==> config.mk <==
export PLATFORM = sky130hd
export DESIGN_NAME = lru_keyed_slot_cache_unit
export DESIGN_NICKNAME = d
export VERILOG_FILES = /design/src/rtl/lksc_pkg.sv /design/src/rtl/lru_keyed_slot_cache_unit.sv /design/src/rtl/lksc_ram.sv /design/src/rtl/lksc_ctrl.sv /design/src/rtl/lksc_dp.sv
export SDC_FILE = /design/constraint.sdc
export NUM_CORES = 2
export LEC_CHECK = 0
export ABC_AREA = 1
export BUFFER_PORTS_ARGS = -buffer_cell sky130_fd_sc_hd__clkbuf_2
export CAP_MARGIN = 20
export CORE_MARGIN = 5
export CORE_UTILIZATION = 60
export CTS_CLUSTER_SIZE = 16
export DETAILED_ROUTE_END_ITERATION = 8
export HOLD_SLACK_MARGIN = 0.1
export PLACE_DENSITY_LB_ADDON = 0.25
export RECOVER_POWER = 50
export SYNTH_ARGS = -nofsm -noshare
export SYNTH_HDL_FRONTEND = slang
export SYNTH_SLANG_ARGS = --single-unit
==> constraint.sdc <==
create_clock -name clk -period 6.77 [get_ports clk]
set_input_delay 1.0155 -clock clk [delete_from_list [all_inputs] [get_ports clk]]
set_output_delay 1.0155 -clock clk [all_outputs]
set_load 0.01 [all_outputs]
==> src/rtl/lksc_pkg.sv <==
// shared types, constants and helpers for the lru keyed slot cache
// no dependencies
package lksc_pkg;

  localparam int KEY_W    = 53;
  localparam int STAMP_W  = 32;
  localparam int SLOT_W   = 4;
  localparam int HANDLE_W = 32;
  localparam int LAYER_W  = 8;
  localparam int RQ4_W    = 16;
  localparam int RAD_W    = 13;

  typedef enum logic [1:0] {
    ST_IDLE,
    ST_SCAN,
    ST_UPDATE
  } ctrl_state_t;

  typedef struct packed {
    logic load;
    logic scan;
    logic update;
  } ctrl_cmd_t;

  typedef struct packed {
    logic match;
    logic scan_done;
  } dp_status_t;

  // round q4 radius half up to an integer
  function automatic logic [RAD_W-1:0] round_radius(input logic [RQ4_W-1:0] r);
    logic [RQ4_W:0] s;
    s = {1'b0, r} + (RQ4_W+1)'(8);
    return s[RQ4_W:4];
  endfunction

endpackage

==> src/rtl/lru_keyed_slot_cache_unit.sv <==
// top level of the lru keyed slot cache: controller plus datapath
// depends on lksc_pkg, lksc_ctrl, lksc_dp
// A request is taken when start is high and busy is low. The block then reads
// the filled slots one per cycle from a single-read-port store, comparing keys
// and tracking the oldest stamp, and writes the chosen slot back. Busy stays
// high through the scan and the write-back, and an early hit ends the scan
// sooner. The result word is registered from the write-back and is shown for
// exactly one cycle with done high and cannot be stalled. A new request may
// be started in that same cycle, but not while busy is high.
module lru_keyed_slot_cache_unit #(
  parameter int ENTRIES = 16
) (
  input  logic                          clk,
  input  logic                          rst,
  input  logic                          start,
  output logic                          busy,
  input  logic [lksc_pkg::HANDLE_W-1:0] key_handle,
  input  logic [lksc_pkg::LAYER_W-1:0]  layer_count,
  input  logic [lksc_pkg::RQ4_W-1:0]    radius_q4,
  output logic                          done,
  output logic                          hit,
  output logic [lksc_pkg::SLOT_W-1:0]   slot,
  output logic                          evicted
);
  import lksc_pkg::*;

  ctrl_cmd_t  cmd;
  dp_status_t status;

  lksc_ctrl u_ctrl (
    .clk   (clk),
    .rst   (rst),
    .start (start),
    .status(status),
    .cmd   (cmd),
    .busy  (busy)
  );

  lksc_dp #(
    .ENTRIES(ENTRIES)
  ) u_dp (
    .clk        (clk),
    .rst        (rst),
    .cmd        (cmd),
    .status     (status),
    .key_handle (key_handle),
    .layer_count(layer_count),
    .radius_q4  (radius_q4),
    .done       (done),
    .hit        (hit),
    .slot       (slot),
    .evicted    (evicted)
  );

  a_start_busy: assert property (@(posedge clk) disable iff (rst)
    (start && !busy) |=> busy)
    else $error("accepted request did not raise busy");

  a_done_after_busy: assert property (@(posedge clk) disable iff (rst)
    done |-> $past(busy))
    else $error("result word without a request in flight");

  a_hit_no_evict: assert property (@(posedge clk) disable iff (rst)
    (done && hit) |-> !evicted)
    else $error("eviction reported on a hit");

endmodule

==> src/rtl/lksc_ram.sv <==
// generic simple dual port ram with registered read
// no dependencies
module lksc_ram #(
  parameter int WIDTH = 8,
  parameter int DEPTH = 16
) (
  input  logic                     clk,
  input  logic                     we,
  input  logic [$clog2(DEPTH)-1:0] waddr,
  input  logic [WIDTH-1:0]         wdata,
  input  logic                     re,
  input  logic [$clog2(DEPTH)-1:0] raddr,
  output logic [WIDTH-1:0]         rdata
);

  logic [WIDTH-1:0] mem [DEPTH];

  always_ff @(posedge clk) begin
    if (we) begin
      mem[waddr] <= wdata;
    end
    if (re) begin
      rdata <= mem[raddr];
    end
  end

endmodule

==> src/rtl/lksc_ctrl.sv <==
// controller state machine for the lru keyed slot cache
// depends on lksc_pkg
module lksc_ctrl (
  input  logic                clk,
  input  logic                rst,
  input  logic                start,
  input  lksc_pkg::dp_status_t status,
  output lksc_pkg::ctrl_cmd_t  cmd,
  output logic                busy
);
  import lksc_pkg::*;

  ctrl_state_t state, state_next;

  always_ff @(posedge clk) begin
    if (rst) begin
      state <= ST_IDLE;
    end else begin
      state <= state_next;
    end
  end

  always_comb begin
    state_next = state;
    cmd        = '0;
    case (state)
      ST_IDLE: begin
        if (start) begin
          cmd.load   = 1'b1;
          state_next = ST_SCAN;
        end
      end
      ST_SCAN: begin
        cmd.scan = 1'b1;
        if (status.match || status.scan_done) begin
          state_next = ST_UPDATE;
        end
      end
      ST_UPDATE: begin
        cmd.update = 1'b1;
        state_next = ST_IDLE;
      end
      default: state_next = ST_IDLE;
    endcase
  end

  assign busy = (state != ST_IDLE);

endmodule

==> src/rtl/lksc_dp.sv <==
// datapath: key register, slot store scan, lru tracking and result registers
// depends on lksc_pkg and lksc_ram
module lksc_dp #(
  parameter int ENTRIES = 16
) (
  input  logic                           clk,
  input  logic                           rst,
  input  lksc_pkg::ctrl_cmd_t             cmd,
  output lksc_pkg::dp_status_t            status,
  input  logic [lksc_pkg::HANDLE_W-1:0]  key_handle,
  input  logic [lksc_pkg::LAYER_W-1:0]   layer_count,
  input  logic [lksc_pkg::RQ4_W-1:0]     radius_q4,
  output logic                           done,
  output logic                           hit,
  output logic [lksc_pkg::SLOT_W-1:0]    slot,
  output logic                           evicted
);
  import lksc_pkg::*;

  localparam int AW = $clog2(ENTRIES);
  localparam int CW = $clog2(ENTRIES + 1);
  localparam int RW = KEY_W + STAMP_W;

  logic [KEY_W-1:0]   key_reg;
  logic [CW-1:0]      rd_ptr;
  logic               pend;
  logic [AW-1:0]      pend_idx;
  logic               hit_r;
  logic [AW-1:0]      hit_idx;
  logic [AW-1:0]      best_idx;
  logic [STAMP_W-1:0] best_stamp;
  logic               best_valid;
  logic [CW-1:0]      filled_count;
  logic [STAMP_W-1:0] use_clock;

  logic [RW-1:0]      rdata;
  logic [KEY_W-1:0]   rd_key;
  logic [STAMP_W-1:0] rd_stamp;
  logic               rd_more;
  logic               full;
  logic               re;
  logic [AW-1:0]      pick;
  logic [STAMP_W-1:0] stamp_new;

  assign rd_key    = rdata[RW-1:STAMP_W];
  assign rd_stamp  = rdata[STAMP_W-1:0];
  assign rd_more   = (rd_ptr < filled_count);
  assign full      = (filled_count == CW'(ENTRIES));
  assign re        = cmd.scan && rd_more;
  assign stamp_new = use_clock + STAMP_W'(1);
  assign pick      = hit_r ? hit_idx : (full ? best_idx : filled_count[AW-1:0]);

  assign status.match     = pend && (rd_key == key_reg);
  assign status.scan_done = !pend && !rd_more;

  lksc_ram #(
    .WIDTH(RW),
    .DEPTH(ENTRIES)
  ) u_ram (
    .clk  (clk),
    .we   (cmd.update),
    .waddr(pick),
    .wdata({key_reg, stamp_new}),
    .re   (re),
    .raddr(rd_ptr[AW-1:0]),
    .rdata(rdata)
  );

  // control state
  always_ff @(posedge clk) begin
    if (rst) begin
      filled_count <= '0;
      use_clock    <= '0;
      pend         <= 1'b0;
      done         <= 1'b0;
    end else begin
      done <= cmd.update;
      if (cmd.load) begin
        pend <= 1'b0;
      end else if (cmd.scan) begin
        pend <= rd_more;
      end
      if (cmd.update) begin
        use_clock <= stamp_new;
        if (!hit_r && !full) begin
          filled_count <= filled_count + CW'(1);
        end
      end
    end
  end

  // payload
  always_ff @(posedge clk) begin
    if (cmd.load) begin
      key_reg    <= {key_handle, layer_count, round_radius(radius_q4)};
      rd_ptr     <= '0;
      hit_r      <= 1'b0;
      best_valid <= 1'b0;
    end
    if (cmd.scan) begin
      if (rd_more) begin
        rd_ptr   <= rd_ptr + CW'(1);
        pend_idx <= rd_ptr[AW-1:0];
      end
      if (status.match) begin
        hit_r   <= 1'b1;
        hit_idx <= pend_idx;
      end
      if (pend && (!best_valid || (rd_stamp < best_stamp))) begin
        best_valid <= 1'b1;
        best_idx   <= pend_idx;
        best_stamp <= rd_stamp;
      end
    end
    if (cmd.update) begin
      hit     <= hit_r;
      slot    <= SLOT_W'(pick);
      evicted <= !hit_r && full;
    end
  end

endmodule
# --- Word-level counts from Yosys, hierarchy flattened ---
# Memory sizes are Yosys's and may differ from the RTL's. A register that Yosys moved wholly into a read port is not among the register bits.
# Cells that the tools add are included.
op_classes:
  eq_ne: 6
  muxes: 20
  n_mul: 0
  reduce_logical: 21
  bitwise: 0
  shifts: 0
  add_sub_neg: 4
  magnitude_cmp: 2
  n_div: 0
op_table:
  columns: ["operator", "count"]
  rows:
  - ["equality test 53 bit", 1]
  - ["adder 32 x 1 -> 32 bit (second input constant)", 1]
  - ["< comparator 32 bit", 1]
  - ["adder 16 x 4 -> 17 bit (second input constant)", 1]
  - ["two-way mux 5 bit", 3]
  - ["two-way mux 1 bit", 12]
  - ["adder 5 x 1 -> 5 bit (second input constant)", 2]
  - ["AND reduction 2 bit", 5]
  - ["two-way mux 4 bit", 2]
  - ["logical AND 1 bit", 6]
  - ["equality test 5 bit (second input constant)", 1]
  - ["zero test 1 bit", 5]
  - ["< comparator 5 bit", 1]
  - ["two-way mux 2 bit", 2]
  - ["case mux 2 bit (2 select lines)", 1]
  - ["equality test 2 x 1 -> 1 bit (second input constant)", 1]
  - ["equality test 2 bit (second input constant)", 1]
  - ["zero test 2 bit", 1]
  - ["logical OR 1 bit", 2]
  - ["!= test 2 x 1 -> 1 bit (second input constant)", 1]
  - ["!= test 2 bit (second input constant)", 1]
  - ["nonzero test 2 bit", 1]
  - ["OR reduction 2 bit", 1]
word_totals:
  inputBits: 59
  ff_bits: 151
  memories: 1
  mem_bits_rw: 1360
  latch_bits: 0
  romBits: 0
  elab_cells: 70
  output_inout_bits: 8
mem_list:
  columns: ["name", "depth", "word_bits", "rd", "rd_clocked_by_memory_dff", "write_ports", "line", "rtl"]
  rows:
  - ["u_dp.u_ram.mem", 16, 85, 1, 1, 1, "lksc_ram.sv:16", "logic [WIDTH-1:0] mem [DEPTH];"]

# --- Longest topological paths before layout ---
logic_depth:
  word_depth: 6
  ltp_mapped: 15
  mapped_depth_nobuf: 15

# --- Cells and area by module ---
# Synthesis repeated with hierarchy kept, for this count alone.
unflattened:
  cells_unflattened: 6537
  hier_area_um2: 68771.0
modules_own_cells:
  columns: ["module", "n_inst", "area_per_inst_um2", "cells_each"]
  rows:
  - ["lksc_ram", 1, 60531.8, 5583]
  - ["lksc_dp", 1, 8130.3, 936]
  - ["lksc_ctrl", 1, 108.9, 18]

# --- Worst setup path after synthesis ---
# Ideal clock, no wire load.
synth_timing:
  kind: "flip-flop to flip-flop"
  start: "reg u_ctrl.state[1]"
  end: "mem u_dp.u_ram.mem[10][0] in the netlist's numbering (enable)"
  period_less_slack_ns: 5.351
  required_time_ns: 6.241
  stages_incl_launch_ff: 6
  setup_slack_ns: 1.419
  arrival_time_ns: 4.821
  setup_time_ns: 0.529
  path_cell_list: "dfxtp_1 inv_1 nor2_2 clkbuf_1 nand3_1 nor2_1"
synth_rtl:
  columns: ["item", "line", "rtl"]
  rows:
  - ["start: declaration", "lksc_ctrl.sv:13", "ctrl_state_t state, state_next;"]
  - ["start signal: assignment", "lksc_ctrl.sv:19", "state <= state_next;"]
  - ["end: declaration", "lksc_ram.sv:16", null]

# --- Worst setup path in the final report ---
layout_timing:
  start: "reg u_ctrl.state[1]"
  end: "mem u_dp.u_ram.mem[3][53] in the netlist's numbering (enable)"
layout_via:
  elab_chain_cells: 4
layout_lines:
  columns: ["item", "line", "rtl"]
  rows:
  - ["equality test 2 bit", "lksc_ctrl.sv:26", "case (state)"]
  - ["two-way mux 1 bit", "lksc_ctrl.sv:26", null]
  - ["two-way mux 1 bit", "lksc_ram.sv:19", "if (we) begin"]
  - ["two-way mux 1 bit (implied by the code)", "lksc_ram.sv:20", "mem[waddr] <= wdata;"]
# Every way passes these cells.

==> results by group <==
Status
  • Outcome: finished, violations left
  • Failing checks: max-capacitance violations, max-slew violations

Global route
  • Largest net degree at the start of global routing: 235
  • Number of global-route vias before repair: 36700
  • Gr ovfl total: 0
  • Tot GR Track Use: 26.4%
  • Initial antenna violation count: 0
  • First-pass GRT wire length: 222 mm

Clock tree
  • Post-CTS Resized: 0
  • Root buffer cell: clkbuf_16
  • Clk_lat worst skew: 0.78 ns
  • Worst-path clk slew: 0.06 ns
  • TritonCTS buffer count: 153
  • Clock Path Buffers: 3
  • H-tree levels: 4
  • CTS tree: yes
  • Post-CTS Setup Bufs: 0
  • # hold bufs at CTS: 0
  • Clock Sinks: 1596

Timing
  • Final Critical Period: 4.60 ns
  • Fin. Hold Viols: 0
  • Worst-Margin Slew: 4.10 ns
  • Maximum achievable frequency: 218 MHz
  • RSZ-0062 raised after global routing: no
  • Final setup viols: 0
  • Rel. slew slack: -174%
  • Final worst path period share: 67.9%
  • Fin Clk Skew: 0.0299 ns
  • Slew Limit Fails: 120
  • Setup tns final: 0 ns
  • Final worst slack: 2.17 ns

Power and ir drop
  • Max VDD drop: 0.280 mV
  • Leak: 22.9 nW
  • Internal power: 15.8 mW
  • Total chip power: 20.1 mW
  • Net Sw Power: 4.33 mW
  • Sw Share: 21.6%
  • PD cells: 292 mW/mm^2
  • Seq pwr share: 55.2%
  • Combinational power share: 4.1%
  • Clk pwr share: 40.7%

Synthesis
  • Top cell type's share of synthesized area: 74.4%
  • Complex-gate fraction of the synthesized area: 10.8%
  • Synthesized area: 0.0625 sq mm
  • Mux cell area share after synthesis: 0%
  • Post-synth EDFFs: 1548
  • FFs w/ async S/R, synth: 0%
  • Predominant post-synthesis flop cell: edfxtp_1
  • Unique cell type count in the Yosys netlist: 47
  • Area share of xor/xnor cells in the synthesized design: 0.643%
  • #FFs+latches synth: 1596
  • Synth area leader: edfxtp_1
  • Combinational family with the most area after synthesis: compound AO/OA/AOI/OAI gates
  • Synth Instances: 4670
  • Register area share after synthesis: 75.9%
  • Simple-gate share of the synthesized area: 8.85%
  • Syn avg cell area: 13.4 sq um
  • Most common cell in the netlist: edfxtp_1
  • Largest cells by area after synthesis: edfxtp_1, o21ai_0, nor2_1, nand2_1, o22ai_1
  • Post-synth top cells: edfxtp_1, nor2_1, o21ai_0
  • Adder-Cell Fraction of Synth Area: 0.801%
  • Syn. warnings: 0
  • Synthesized Nets: 4769

Worst setup path
  • Startpoint types: flip-flop
  • Setup Crit Path Kind: flip-flop to flip-flop
  • CP bufs+invs: 3
  • Required time worst endpoint: 7.15 ns
  • Critical path destination: u_dp.u_ram.mem[3][53]
  • Crit. End Element: flip-flop
  • Top delay family on crit path: buffers and inverters
  • Critical path fanouts, max: 43
  • CP dominant cell by count: nor2_1
  • R2R depth: 6
  • Max incr delay on CP: 1.28 ns
  • Worst Path Arrival: 4.98 ns
  • Worst path slowest cell: nor2_1
  • Worst path cell trace: inv_1, nor2_1, clkbuf_1, nand3_1, nor2_1, buf_4
  • R2R Setup Slk: 2.17 ns
  • RR Endpoint: u_dp.u_ram.mem[3][53]
  • FF-to-FF Start: u_ctrl.state[1]
  • CP Depth: 6
  • Crit path from: u_ctrl.state[1]

Layout
  • Share of cells above drive strength 1: 6.93%
  • Synth-to-layout area growth: 10.0%
  • Multi-input logic area: 0.0132 sq mm
  • Ant. Diodes: 0
  • Max FFs per register: 1360
  • Fillers: 7201
  • Cell Count, Final, Fillers Out: 6170
  • Fin nets: 4769
  • Final Instance Area: 0.0688 sq mm
  • Storage cell area: 0.0475 sq mm

Route
  • DR vias/cell: 6.25
  • Iteration-0 DRC Markers: 5008
  • DRT antenna net count: 0
  • DRC errors left: 0
  • Vias: 38500
  • Drt first pass iters: 6
  • Routed Wire Length: 150 mm
  • WL/cell: 24.3 microns

Placement
  • Hpwl dp: 70.1 mm
  • Number of I/O port buffers: 63
  • Gpl congestion: 0.822
  • Post-Place Cell Area: 0.0641 sq mm
  • Placed cell count: 5882
  • Worst setup slack after placement: 2.85 ns

Floorplan
  • Starting density of the core: 60.4%
  • Core Rows: 118
  • Io pins: 67
  • Die Height: 333 microns
  • Core Region: 0.103 sq mm
  • Die Area: 0.111 sq mm
  • Die W: 333 microns

Worst hold path
  • HP Class: input port to flip-flop

Run
  • Total of max-cap violations: 3
cell type report:
| cell class | instances | area share [%] |
|---|---|---|
| Tap cell | 1380 | 2.51 |
| Multi-Input combinational cell | 2611 | 19.2 |
| Inverter | 181 | 1.03 |
| Timing Repair Buffer | 127 | 1.29 |
| Clock inverter | 78 | 0.999 |
| Sequential cell | 1596 | 69.0 |
| Clock buffer | 197 | 5.94 |
cells by family (layout without fill, tap and decap cells):
kind of cell             Yosys count  count (layout)
flip-flops                      1596            1596
AND/OR/NAND/NOR                 1355            1355
AO/OA/AOI/OAI                   1171            1171
buffers and inverters            463             583
XOR/XNOR                          45              45
adder cells (fa/ha/maj)           40              40
routing by layer:
layer  global-route usage (%)  up-vias  wire, microns
li1                         -    17300              -
met1                     36.1    19000          58500
met2                     44.3     1941          73800
met3                     3.69      323          12500
met4                     9.19        0           4880
met5                        0        -              0
power by group through the flow:
stage               Clock, mW  Combinational (mW)  Sequential [mW]
floorplan                   0               0.583             11.2
global placement            0               0.781             11.3
detailed placement          0               0.805             11.3
CTS                      8.25               0.809             11.1
global route             8.71               0.904             11.1
finish                   8.19               0.816             11.1
worst min path at each step:
stage / slack [ns] / cells past startpoint / end / from
detailed placement: 0.43 / 0 / u_dp.best_idx[3] / u_dp.pend_idx[3]
global route: 0.40 / 1 / u_dp.key_reg[41] / key_handle[20]
floorplan: 0.42 / 0 / u_dp.best_idx[0] / u_dp.pend_idx[0]
finish: 0.42 / 1 / u_dp.key_reg[27] / key_handle[6]
CTS: 0.38 / 1 / u_dp.key_reg[27] / key_handle[6]
global placement: 0.42 / 0 / u_dp.best_idx[3] / u_dp.pend_idx[3]
stage by stage:
step	hold WS (ns)	utilization (%)
floorplan	0.421	-
global placement	0.424	61.9
detailed placement	0.430	61.9
CTS	0.381	66.5
global route	0.398	66.4
finish	0.421	66.4
layout by cell type, fill, tap and decap left out, types with 3 or more instances in the layout:
cell and instances:
inv_8 3, buf_4 32, clkbuf_1 74, xor2_1 39, edfxtp_1 1548, clkinv_2 25, inv_6 5, nand2_2 3
o21ai_0 737, dfxtp_4 3, ha_1 40, bufinv_16 8, a21oi_1 48, clkbuf_2 45, nor2_1 767, clkinv_1 32
clkinv_8 3, buf_12 13, clkbuf_8 3, o22ai_1 203, inv_16 5, nor3_1 19, inv_1 172, nand2_1 342
nand4_1 17, xnor2_1 6, nor2_4 16, dfxtp_1 45, nand3_1 179, o211ai_1 32, clkbuf_16 156, o221ai_1 141
Note: power is estimated with default switching activity, not from simulation.
